--- config.mk ---
export PLATFORM = sky130hd
export DESIGN_NAME = scfdr_parser
export DESIGN_NICKNAME = d
export VERILOG_FILES = /design/src/hdl/scfdr_pkg.sv /design/src/hdl/scfdr_parser.sv
export SDC_FILE = /design/constraint.sdc
export NUM_CORES = 1
export LEC_CHECK = 0
export BUFFER_PORTS_ARGS = -buffer_cell sky130_fd_sc_hd__buf_2
export CAP_MARGIN = 20
export CORE_MARGIN = 1.5
export CORE_UTILIZATION = 50
export DETAILED_ROUTE_END_ITERATION = 16
export PLACE_DENSITY = 0.75
export SYNTH_ARGS = -nofsm -noshare
export SYNTH_HDL_FRONTEND = slang
export SYNTH_SLANG_ARGS = --single-unit
export TNS_END_PERCENT = 10
--- constraint.sdc ---
create_clock -name clk -period 4.5 [get_ports clk]
set_input_delay 0.45 -clock clk [delete_from_list [all_inputs] [get_ports clk]]
set_output_delay 0.45 -clock clk [all_outputs]
set_load 0.01 [all_outputs]
--- src/hdl/scfdr_pkg.sv ---
// scfdr_pkg: types and constants shared by the serial frame deframer files
// no dependencies
`timescale 1ns / 1ps

package scfdr_pkg;

  localparam int unsigned CFG_IDX_W = 8;

  // payload bytes kept per frame; longer frames are read through and rejected
  localparam logic [7:0] PAYLOAD_CAPACITY = 8'd250;

  // command type class, top three bits of the type byte
  localparam logic [7:0] CLASS_MASK     = 8'hE0;
  localparam logic [7:0] CLASS_RESPONSE = 8'h60;
  localparam logic [7:0] CLASS_ASYNC    = 8'h40;

  typedef enum logic [2:0] {
    PH_HUNT  = 3'd0,
    PH_LEN   = 3'd1,
    PH_TYPE  = 3'd2,
    PH_ID    = 3'd3,
    PH_DATA  = 3'd4,
    PH_CHECK = 3'd5
  } phase_t;

  typedef enum logic [1:0] {
    KIND_DATA      = 2'd0,
    KIND_GOOD      = 2'd1,
    KIND_CHECK_ERR = 2'd2,
    KIND_OVERSIZE  = 2'd3
  } kind_t;

  typedef enum logic [1:0] {
    ROUTE_MATCHED   = 2'd0,
    ROUTE_UNMATCHED = 2'd1,
    ROUTE_ASYNC     = 2'd2,
    ROUTE_UNKNOWN   = 2'd3
  } route_t;

  typedef enum logic [CFG_IDX_W-1:0] {
    REG_START_BYTE   = 8'd0,
    REG_PENDING_TYPE = 8'd1,
    REG_PENDING_ID   = 8'd2,
    REG_RESET_IND_ID = 8'd3
  } reg_idx_t;

  typedef struct packed {
    logic [7:0] rx_byte;
  } in_item_t;

  typedef struct packed {
    logic [1:0]  result_kind;
    logic [7:0]  data_byte;
    logic [7:0]  frame_type_byte;
    logic [7:0]  frame_length;
    logic [1:0]  route;
    logic        reset_indication;
    logic [15:0] errors_seen;
  } out_item_t;

  typedef struct packed {
    logic [CFG_IDX_W-1:0] index;
    logic [7:0]           value;
  } cfg_item_t;

  typedef struct packed {
    logic [7:0] start_byte;
    logic [7:0] pending_type;
    logic [7:0] pending_id;
    logic [7:0] reset_ind_id;
  } cfg_regs_t;

endpackage

--- src/hdl/scfdr_parser.sv ---
// scfdr_parser: frame parser state machine, check accumulation and routing
// depends on scfdr_pkg
`timescale 1ns / 1ps

module scfdr_parser (
  input  logic                  clk,
  input  logic                  rst_n,
  input  logic                  step,
  input  logic [7:0]            rx_byte,
  input  scfdr_pkg::cfg_regs_t  cfg,
  output logic                  res_valid,
  output scfdr_pkg::out_item_t  res
);

  scfdr_pkg::phase_t phase_r, phase_nxt;
  logic [7:0]  len_r, len_nxt;
  logic [7:0]  type_r, type_nxt;
  logic [7:0]  id_r, id_nxt;
  logic [7:0]  count_r, count_nxt;
  logic [7:0]  check_r, check_nxt;
  logic [15:0] tally_r, tally_nxt;
  logic [7:0]  count_inc;
  logic [7:0]  cls;

  always_ff @(posedge clk) begin
    if (!rst_n) begin
      phase_r <= scfdr_pkg::PH_HUNT;
      len_r   <= '0;
      type_r  <= '0;
      id_r    <= '0;
      count_r <= '0;
      check_r <= '0;
      tally_r <= '0;
    end else if (step) begin
      phase_r <= phase_nxt;
      len_r   <= len_nxt;
      type_r  <= type_nxt;
      id_r    <= id_nxt;
      count_r <= count_nxt;
      check_r <= check_nxt;
      tally_r <= tally_nxt;
    end
  end

  assign count_inc = count_r + 8'd1;
  assign cls       = type_r & scfdr_pkg::CLASS_MASK;

  always_comb begin
    phase_nxt = phase_r;
    len_nxt   = len_r;
    type_nxt  = type_r;
    id_nxt    = id_r;
    count_nxt = count_r;
    check_nxt = check_r;
    tally_nxt = tally_r;
    res_valid = 1'b0;
    res.result_kind      = scfdr_pkg::KIND_DATA;
    res.data_byte        = id_r;
    res.frame_type_byte  = type_r;
    res.frame_length     = len_r;
    res.route            = scfdr_pkg::ROUTE_MATCHED;
    res.reset_indication = 1'b0;
    res.errors_seen      = tally_r;
    unique case (phase_r)
      scfdr_pkg::PH_LEN: begin
        len_nxt   = rx_byte;
        check_nxt = rx_byte;
        phase_nxt = scfdr_pkg::PH_TYPE;
      end
      scfdr_pkg::PH_TYPE: begin
        type_nxt  = rx_byte;
        check_nxt = check_r ^ rx_byte;
        phase_nxt = scfdr_pkg::PH_ID;
      end
      scfdr_pkg::PH_ID: begin
        id_nxt    = rx_byte;
        check_nxt = check_r ^ rx_byte;
        count_nxt = '0;
        phase_nxt = (len_r != 8'd0) ? scfdr_pkg::PH_DATA : scfdr_pkg::PH_CHECK;
      end
      scfdr_pkg::PH_DATA: begin
        check_nxt = check_r ^ rx_byte;
        count_nxt = count_inc;
        if (count_inc >= len_r) begin
          phase_nxt = scfdr_pkg::PH_CHECK;
        end
        // bytes past the capacity are folded into the check but not forwarded
        if (count_r < scfdr_pkg::PAYLOAD_CAPACITY) begin
          res_valid     = 1'b1;
          res.data_byte = rx_byte;
        end
      end
      scfdr_pkg::PH_CHECK: begin
        phase_nxt = scfdr_pkg::PH_HUNT;
        res_valid = 1'b1;
        if (len_r > scfdr_pkg::PAYLOAD_CAPACITY || rx_byte != check_r) begin
          if (tally_r != 16'hFFFF) begin
            tally_nxt = tally_r + 16'd1;
          end
          res.result_kind = (len_r > scfdr_pkg::PAYLOAD_CAPACITY) ?
                            scfdr_pkg::KIND_OVERSIZE : scfdr_pkg::KIND_CHECK_ERR;
        end else begin
          res.result_kind = scfdr_pkg::KIND_GOOD;
          if (cls == scfdr_pkg::CLASS_RESPONSE) begin
            res.route = (type_r == cfg.pending_type && id_r == cfg.pending_id) ?
                        scfdr_pkg::ROUTE_MATCHED : scfdr_pkg::ROUTE_UNMATCHED;
          end else if (cls == scfdr_pkg::CLASS_ASYNC) begin
            res.route            = scfdr_pkg::ROUTE_ASYNC;
            res.reset_indication = (id_r == cfg.reset_ind_id);
          end else begin
            res.route = scfdr_pkg::ROUTE_UNKNOWN;
          end
        end
        res.errors_seen = tally_nxt;
      end
      default: begin
        // hunting, and any unused phase code
        phase_nxt = (rx_byte == cfg.start_byte) ? scfdr_pkg::PH_LEN : scfdr_pkg::PH_HUNT;
      end
    endcase
  end

endmodule

==> results of run 1 <==
state kept, by name (all words and copies together) (netlist names):
register,count
type_r,8
id_r,8
len_r,8
tally_r,16
phase_r,3
check_r,8
count_r,8
final cells by class:
type / instances / area, um^2
Clock buffer: 13 / 169
Clock inverter: 2 / 10.0
Fill cell: 679 / 2890
Inverter: 14 / 52.6
Multi-Input combinational cell: 394 / 2450
Sequential cell: 59 / 1180
Tap cell: 99 / 124
Timing Repair Buffer: 90 / 455
power by group through the flow:
stage	clock network, W	logic, W	registers, W
2_1_floorplan	0	0.0000985	0.000559
3_3_place_gp	0	0.000135	0.000564
3_5_place_dp	0	0.000140	0.000564
4_1_cts	0.000450	0.000141	0.000553
5_1_grt	0.000475	0.000156	0.000555
6_report	0.000445	0.000140	0.000553
layout by cell type (no fill, tap or decap), types with 5 or more instances in the layout:
cell type / n
a21oi_1: 42
and3_1: 5
buf_2: 88
clkbuf_8: 12
dfxtp_1: 59
ha_1: 10
inv_1: 14
mux2_2: 14
mux2i_1: 11
nand2_1: 95
nand2b_1: 11
nand3_1: 16
nand4_1: 11
nor2_1: 30
nor3_1: 13
nor4_1: 17
o21ai_0: 10
or3_1: 5
or4_1: 6
xnor2_1: 33
xor2_1: 27
critical path, stage by stage, from the launching register on:
cell and delay, ns:
dfxtp_1 0.42, ha_1 0.22, nand4_1 0.17, or4_1 0.60
nor2_1 0.70, or3_1 0.25, mux2_2 0.33, buf_2 0.13
synth_stat cells, drive strengths merged (2+ instances only):
master   n  area, um^2
nor2b    2        12.5
or4b     2        20.0
nand2b  11        68.8
ha      10         125
dfxtp   59        1180
and2     3        18.8
nand3b   3        22.5
nor3    13        65.1
xor2    27         236
or4      7        56.3
nor2    30         113
and3b    2        17.5
o31ai    3        22.5
a22oi    4        30.0
clkbuf  25        96.3
mux2i   11         110
nor3b    4        30.0
nand4   11        68.8
and3     5        31.3
o21ai   11        55.1
nand2   95         357
a31oi    2        12.5
a21oi   42         210
inv     14        52.6
nor4    17         106
o41ai    2        17.5
or3      5        31.3
buf      7        48.8
xnor2   33         289
nand3   16        80.1
mux2    14         158
logic make-up after synthesis:
family	after synthesis	share of synthesized area
mux	25	0.0700
buf+inv	46	0.0517
compound gates	70	0.106
fa+ha+maj	10	0.0327
simple gates	229	0.293
xor+xnor	60	0.137
flops	59	0.309
per-layer routing:
layer / up-vias / track usage / part of all wire
met2: 131 / 0.417 / 0.49
met5: - / 0 / 0
met4: 0 / 0.0807 / 0.019
met3: 16 / 0.0480 / 0.067
met1: 1728 / 0.295 / 0.42
li1: 1867 / - / -
through the flow:
| stage | hold WS [ns] | area (um^2) | instances |
|---|---|---|---|
| detailed placement | 0.474 | 4260 | 656 |
| global route | 0.426 | 4440 | 671 |
| global placement | 0.465 | 4260 | 656 |
| finish | 0.424 | 4440 | 671 |
| CTS | 0.417 | 4440 | 671 |
| floorplan | 0.448 | 3820 | 499 |
worst min-delay path by stage:
stage | startpoint | endpoint | slack, ns | cells after the start
after floorplan | tally_r[11] | tally_r[11] | 0.45 | 2
after global placement | tally_r[11] | tally_r[11] | 0.47 | 2
after detailed placement | tally_r[11] | tally_r[11] | 0.47 | 2
after CTS | rx_byte[4] | id_r[4] | 0.42 | 3
after global routing | rx_byte[1] | id_r[1] | 0.43 | 3
final | rx_byte[4] | id_r[4] | 0.42 | 3
==> results.md, run 1 <==
- Outcome: finished, final reports clean
- Global-route wire length before repair: between 15 and 20 mm
- Final Setup Violations: 0
- Overflow after GRT: 0
- Peak VDD IR: ~0.18 mV
- RR Endpoint: tally_r[0]
- Critical path launch point type: register
- # IOs: between 80 and 90
- Sequential share of power: 0.486
- PostCTS Resize Cnt: 0
- Setup crit start: tally_r[0]
- Post-route minimum period: approximately 3.6 ns
- Row count: 31
- Syn Area/Cell: ~7.7 um^2
- CP max FO: 14
- R2R setup slack: 1.91 ns
- Sw power: roughly 0.00030 W
- Largest net degree at the start of global routing: 38
- RePlAce Congestion: roughly 0.95
- Area Overhead vs Synth: 16.0%
- Setup Skew: between 0.004 and 0.005 ns
- Die width: a little over 90 um
- Flops & latches, synth: 59
- Leak pwr: 1.84 nW
- Mapped Area: about 3800 um^2
- WS Path Type: register to primary output
- Worst slew pin tran: 0.948 ns
- Pint: ~0.00084 W
- Core area: approximately 7300 um^2
- Worst r2r src: tally_r[0]
- Fin nets: slightly above 600
- Total setup buffers inserted after CTS: 0
- Register area share after synthesis: 0.309
- Overall Power: around 0.0011 W
- H-tree levels: 3
- Cts bufs inserted: 9
- RSZ-0062 raised after global routing: no
- Clk root buf: clkbuf_8
- Top_reg_cell synth: dfxtp_1
- Number of global-route vias before repair: approximately 3,500
- P per Cell Area: ~260 nW/um^2
- Slew headroom: 0.363
- Ant diodes: 0
- Die area: between 8000 and 9000 um^2
- Sw frac: 0.265
- Post-route ant nets: 0
- Clock network power share: 0.391
- Vias: between 3,000 and 4,000
- PnR worst setup slack: ~0.9 ns
- Post-synth EDFFs: 0
- Logic gate share of total power: 0.123
- Layout cells sized above 1: 0.213
- Crit share post-route: 0.803
- DRT iter0 DRCs: 207
- Worst endpoint required time: 4.05 ns
- Fin. Hold Viols: 0
- DIE HEIGHT: between 90 and 100 um
- Initial antenna violation count: 0
- Hold Crit Class: primary input to register
- Cells after synthesis: approximately 500
- Clock Sinks: 59
- Register-to-Register Path Depth: 6
- Crit. End Element: primary output
- Syn Nets: about 550
- Clock latency on the worst-skew pair: 0.34 ns
- Finished Core Util: 0.605
- Asr flop ratio synth: 0
- Maximum root-to-sink buffer count: 2
- Critical path destination: res[1]
- CTS Hold Bufs: 0
- Max-cap violations: 0
- IO buf count: 88
- Initial core utilization: 0.522
- First-pass iteration count of the detailed router: 4
- Clock slew at reported path FFs: around 0.060 ns
- Sum of negative setup slack: 0 ns
- Via density per instance: 5.58
- Yosys synthesis warning count: 0
- GRT Util Overall: 0.240
- WL/cell: roughly 15 um
- WL final: between 9 and 10 mm
- Fin. max-slew vios: 0
- Residual DRC count: 0
- Hpwl dp: about 7.3 mm
- Critical Path AT: between 3 and 4 ns
- Unique masters post-synth: 47
- Pre-CTS setup slack: between 1 and 1.5 ns
- Max Clk Rate: between 200 and 300 MHz
- CTS tree: built
No activity file was read; power rests on OpenSTA's default activity.
==> run 2, diff against run 1 <==
Settings changed: CORE_UTILIZATION 50 to 49, PLACE_DENSITY 0.75 to 0.77.
Clock period 4.5 ns to 3.15 ns, I/O delays scaled along.
==> run 2 against run 1 <==
  * Power grew 47%
  * Clock power grew 53%
  * Final area grew 1.2%
  * Global-route usage shrank 0.24 points
  * First-iteration DRC count shrank 12%
  * Wire length grew 0.17%
  * Combinational power grew 46%
  * Worst setup slack lost 0.74 ns
  * Register-to-register slack lost 1.3 ns
  * Die area grew 2.0%
==> results.md, run 2 (same netlist as run 1, synthesis figures left out) <==
- Die area: 8340 um^2 (+2.0%)
- Initial antenna violation count: 0 (unchanged)
- Placed cell count: 663 (+1.1%)
- Hold Crit Class: primary input to register
- IO buf count: 88 (unchanged)
- Clock latency on the worst-skew pair: 0.34 ns (about the same)
- Slew headroom: 0.413 (+0.0498)
- Setup Skew: 0.00940 ns (+0.00477 ns)
- Residual DRC count: 0 (unchanged)
- Fin. max-slew vios: 0 (unchanged)
- RSZ-0062 raised after global routing: no
- Max Clk Rate: 333 MHz
- # IOs: 89 (unchanged)
- P per Cell Area: 373 nW/um^2 (+45%)
- Overflow after GRT: 0 (unchanged)
- Critical path launch point type: register
- First-pass iteration count of the detailed router: 5 (+1)
- PnR worst setup slack: 0.146 ns (-0.739 ns)
- Overall Power: 0.00167 W (+47%)
- GRT Util Overall: 0.238 (-0.00245)
- Worst endpoint required time: 2.83 ns (-1.22 ns)
- Critical Path AT: 2.69 ns (-0.47 ns)
- Final Non-Filler Cells: 679 (+1.2%)
- Fin nets: 625 (+0.64%)
- Sum of negative setup slack: 0 ns (unchanged)
- Clock Sinks: 59 (unchanged)
- Post-route minimum period: between 3 and 4 ns
- WL final: 9.78 mm (+0.17%)
- Clk root buf: clkbuf_8
- Most common cell after layout, fill and taps aside: nand2_1
- Ant diodes: 0 (unchanged)
- WL/cell: 14.4 um (-1.0%)
- Hpwl dp: 7.23 mm (-1.0%)
- WS Path Type: register to primary output
- Total setup buffers inserted after CTS: 0 (unchanged)
- Clock slew at reported path FFs: 0.06 ns (about the same)
- Fin. Hold Viols: 0 (unchanged)
- Peak VDD IR: 0.239 mV (+32%)
- Biggest register: tally_r
- Crit share post-route: 0.954
- Final Setup Violations: 0 (unchanged)
- Layout cells sized above 1: 0.222 (+0.00855)
- Crit. End Element: primary output
- Worst slew pin tran: 0.874 ns (-0.0741 ns)
- Maximum root-to-sink buffer count: 2 (unchanged)
- Leak pwr: 1.87 nW (+1.3%)
- Slowest-stage cell, CP: or4_4
- DIE HEIGHT: 91.4 um (+0.98%)
- DRT iter0 DRCs: 182 (-12%)
- Number of global-route vias before repair: 3,419 (-2.5%)
- Via density per instance: 5.53 (-0.86%)
- Crit-path max cell delay: 0.53 ns (-0.17 ns)
- Max-cap violations: 0 (unchanged)
- RePlAce Congestion: 0.903 (-4.9%)
- Area Overhead vs Synth: 17.5%
- Vias: 3,754 (+0.32%)
- Cts bufs inserted: 9 (unchanged)
- H-tree levels: 3 (unchanged)
- Post-route ant nets: 0 (unchanged)
- CP cell instances: a21oi_1 -> or4_4 -> and3_1 -> buf_4 -> nor4_1 -> mux2_2 -> buf_2
- Row count: 32 (+3.2%)
- Min Hold Slack: 0.296 ns (-0.128 ns)
- Initial core utilization: 0.500 (-0.0216)
- Die width: 91.4 um (+0.98%)
- Most frequent cells in the layout: 95 x nand2_1, 88 x buf_2, 59 x dfxtp_1, 42 x a21oi_1, 33 x xnor2_1
- Pre-CTS setup slack: 0.352 ns (-0.789 ns)
- Global-route wire length before repair: 15.9 mm (-0.69%)
- CP max FO: 10 (-4)
- Largest net degree at the start of global routing: 49 (+29%)
- Max reg flops: 16 (unchanged)
- Outcome: finished, final reports clean
- CTS tree: built
- Core area: 7650 um^2 (+4.3%)
[run 2: timing repair]
action | in CTS | in global routing
endpoints found under the setup margin | 0 | 2
resized for setup | 0 | 1
endpoints found under the hold margin | 0 | 0
hold buffers | 0 | 0
[run 2: worst paths after layout]
kind                            slack (ns)       start  depth (start not counted)     endpoint
worst min register to register        0.49   type_r[7]                          2    type_r[7]
worst max register to register        0.64  tally_r[0]                          6  tally_r[14]
worst max-delay path                  0.15    len_r[0]                          7      res[14]
worst min-delay path                  0.30  rx_byte[4]                          3      id_r[4]
[run 2: area by class of cell]
cell class                 count  area (um^2)
clock buffer                  11          141
clock inverter                 5         52.6
fill                         678         3150
inverter                      14         52.6
multi-input combinational    394         2450
sequential                    59         1180
tap                          102          128
timing repair buffer          94          485
[run 2: power by group]
group          switching, W  internal [W]
clock network      0.000298      0.000383
logic              0.000115     0.0000893
registers         0.0000238      0.000765
total              0.000437       0.00124
[run 2: critical path: cells and delay by family (launching register included)]
kind	cells	cell delay, ns
buffers and inverters	2	0.34
AND/OR/NAND/NOR	3	1.14
AO/OA/AOI/OAI	1	0.09
flip-flops	1	0.41
multiplexers	1	0.37
[run 2: metrics by stage]
stage	util	area, um^2
after floorplan	-	3820
after global placement	0.561	4290
after detailed placement	0.561	4290
after CTS	0.587	4490
after global routing	0.588	4490
final	0.588	4490
[run 2: routing by layer]
metal,routed length (um),vias up,share of wire,track usage
met2,4860,139,0.50,0.401
met1,4200,1716,0.43,0.301
met3,580,19,0.059,0.0377
met5,0,-,0,0
met4,134,0,0.014,0.0964
li1,-,1880,-,-
==> run 3, diff against run 2 <==
Settings changed: CTS_CLUSTER_DIAMETER set to 80, SETUP_SLACK_MARGIN set to 0.4.
==> run 3 against run 2 <==
  * Maximum frequency up 9.5%
  * Final cell count increased by 1.5%
  * Clock power barely moved
  * Clock skew shrank 0.0010 ns
  * Largest cell class unchanged
==> results.md, run 3 (same netlist as run 1, synthesis figures left out) <==
- Outcome: finished, final reports clean
- Leak pwr: 1.92 nW (+2.8%)
- CTS Hold Bufs: 0 (unchanged)
- Max-cap violations: 0 (unchanged)
- DRT iter0 DRCs: 233 (+28%)
- Max reg flops: 16 (unchanged)
- Largest net degree at the start of global routing: 49 (unchanged)
- Slowest-stage cell, CP: or4_4
- Residual DRC count: 0 (unchanged)
- Most frequent cells in the layout: 95 x nand2_1, 88 x buf_2, 48 x dfxtp_1, 42 x a21oi_1, 33 x xnor2_1
- Slew headroom: 0.386 (-0.0273)
- First-pass iteration count of the detailed router: 5 (unchanged)
- Core area: 7650 um^2 (unchanged)
- Via density per instance: 5.58 (+0.91%)
- DIE HEIGHT: 91.4 um (unchanged)
- Hold Crit Class: primary input to register
- Clock Sinks: 59 (unchanged)
- Worst slew pin tran: 0.915 ns (+0.0407 ns)
- H-tree levels: 3 (unchanged)
- Crit share post-route: 0.871 (-0.0828)
- Final Setup Violations: 0 (unchanged)
- Die area: 8340 um^2 (unchanged)
- WL/cell: 14.8 um (+3.0%)
- WL final: 10.2 mm (+4.5%)
- Global-route wire length before repair: 16.2 mm (+1.9%)
- Hpwl dp: 7.23 mm (unchanged)
- CP cell instances: ha_2 -> nand4_1 -> or4_4 -> nor2_1 -> or3_1 -> mux2_2 -> buf_2
- Register area: 1200 um^2 (+1.6%)
- Biggest register: tally_r
- RePlAce Congestion: 0.903 (unchanged)
- Number of global-route vias before repair: 3,494 (+2.2%)
- Peak VDD IR: 0.241 mV (+1.1%)
- Crit-path max cell delay: 0.50 ns (-0.03 ns)
- Post-route minimum period: 2.74 ns (-0.261 ns)
- Row count: 32 (unchanged)
- Worst endpoint required time: 2.83 ns (about the same)
- Die width: 91.4 um (unchanged)
- Ant diodes: 0 (unchanged)
- Post-route ant nets: 0 (unchanged)
- IO buf count: 88 (unchanged)
- Critical path launch point type: register
- Area of the multi-input gates: 2510 um^2 (+2.6%)
- Max Clk Rate: 364 MHz (+9.5%)
- CP max FO: 6 (-4)
- Maximum root-to-sink buffer count: 2 (unchanged)
- Fillers: 652 (-3.8%)
- Most common cell after layout, fill and taps aside: nand2_1
- Setup Skew: 0.00835 ns (-0.00105 ns)
- P per Cell Area: 361 nW/um^2 (-3.0%)
- WS Path Type: register to primary output
- Cts bufs inserted: 9 (unchanged)
- Critical Path AT: 2.43 ns (-0.26 ns)
- # IOs: 89 (unchanged)
- Clock slew at reported path FFs: 0.07 ns (about the same)
- Sum of negative setup slack: 0 ns (unchanged)
- WP buf/inv: 1 (-1)
- Area Overhead vs Synth: 21.7%
- Crit-path leading delay family: simple AND/OR/NAND/NOR gates
- Fin nets: 635 (+1.6%)
- Clock latency on the worst-skew pair: 0.34 ns (about the same)
- Overflow after GRT: 0 (unchanged)
- Initial core utilization: 0.500 (unchanged)
- CTS tree: built
- Crit. End Element: primary output
- GRT Util Overall: 0.243 (+0.00495)
- Final Non-Filler Cells: 689 (+1.5%)
- Layout cells sized above 1: 0.269 (+0.0473)
- Placed cell count: 663 (unchanged)
- RSZ-0062 raised after global routing: yes
- Vias: 3,844 (+2.4%)
- Initial antenna violation count: 0 (unchanged)
- Fin. max-slew vios: 0 (unchanged)
- Fin. Hold Viols: 0 (unchanged)
- Clk root buf: clkbuf_8
run 3: path summary, 6_finish.rpt:
| kind | start | endpoint | slack (ns) | cells after the start |
|---|---|---|---|---|
| min reg2reg | len_r[6] | len_r[6] | 0.47 | 2 |
| max | tally_r[0] | res[1] | 0.41 | 7 |
| max reg2reg | tally_r[0] | tally_r[14] | 0.61 | 8 |
| min | rx_byte[5] | len_r[5] | 0.29 | 3 |
run 3: what timing repair did:
item                                    in CTS  in global routing
endpoints found under the setup margin      19                 13
resized for setup                           17                 10
pin swaps                                    2                  1
buffers inserted                             7                  3
run 3: layout make-up:
| cell class | count | share of cell area |
|---|---|---|
| Clock buffer | 11 | 0.0304 |
| Multi-Input combinational cell | 394 | 0.540 |
| Timing Repair Buffer | 104 | 0.121 |
| Clock inverter | 5 | 0.0113 |
| Inverter | 14 | 0.0113 |
| Sequential cell | 59 | 0.258 |
| Tap cell | 102 | 0.0274 |
run 3: power by group:
group	switching [W]	leakage [nW]	total [W]	internal, W
Sequential	0.0000231	0.483	0.000788	0.000764
Clock	0.000296	0.0991	0.000678	0.000383
Combinational	0.000122	1.34	0.000215	0.0000931
Total	0.000441	1.92	0.00168	0.00124
run 3: per-stage QoR:
stage | utilization | area [um^2] | power [W] | setup slack [ns] | hold WS (ns)
CTS | 0.599 | 4580 | 0.00168 | 0.357 | 0.282
floorplan | - | 3820 | 0.000939 | 0.712 | 0.448
global route | 0.608 | 4650 | 0.00175 | 0.355 | 0.297
finish | 0.608 | 4650 | 0.00168 | 0.406 | 0.293
global placement | 0.561 | 4290 | 0.000999 | 0.508 | 0.468
detailed placement | 0.561 | 4290 | 0.00101 | 0.352 | 0.478
run 3: routing by layer:
| layer | part of all wire | wire length, um | GRT usage |
|---|---|---|---|
| met1 | 0.42 | 4310 | 0.306 |
| met2 | 0.50 | 5120 | 0.405 |
| met3 | 0.055 | 563 | 0.0394 |
| met4 | 0.023 | 234 | 0.111 |
| met5 | 0 | 0 | 0 |
run 3: worst min-delay path: stages:
cell and delay, ns:
buf_2 0.15, nand2_1 0.07, a21oi_1 0.05
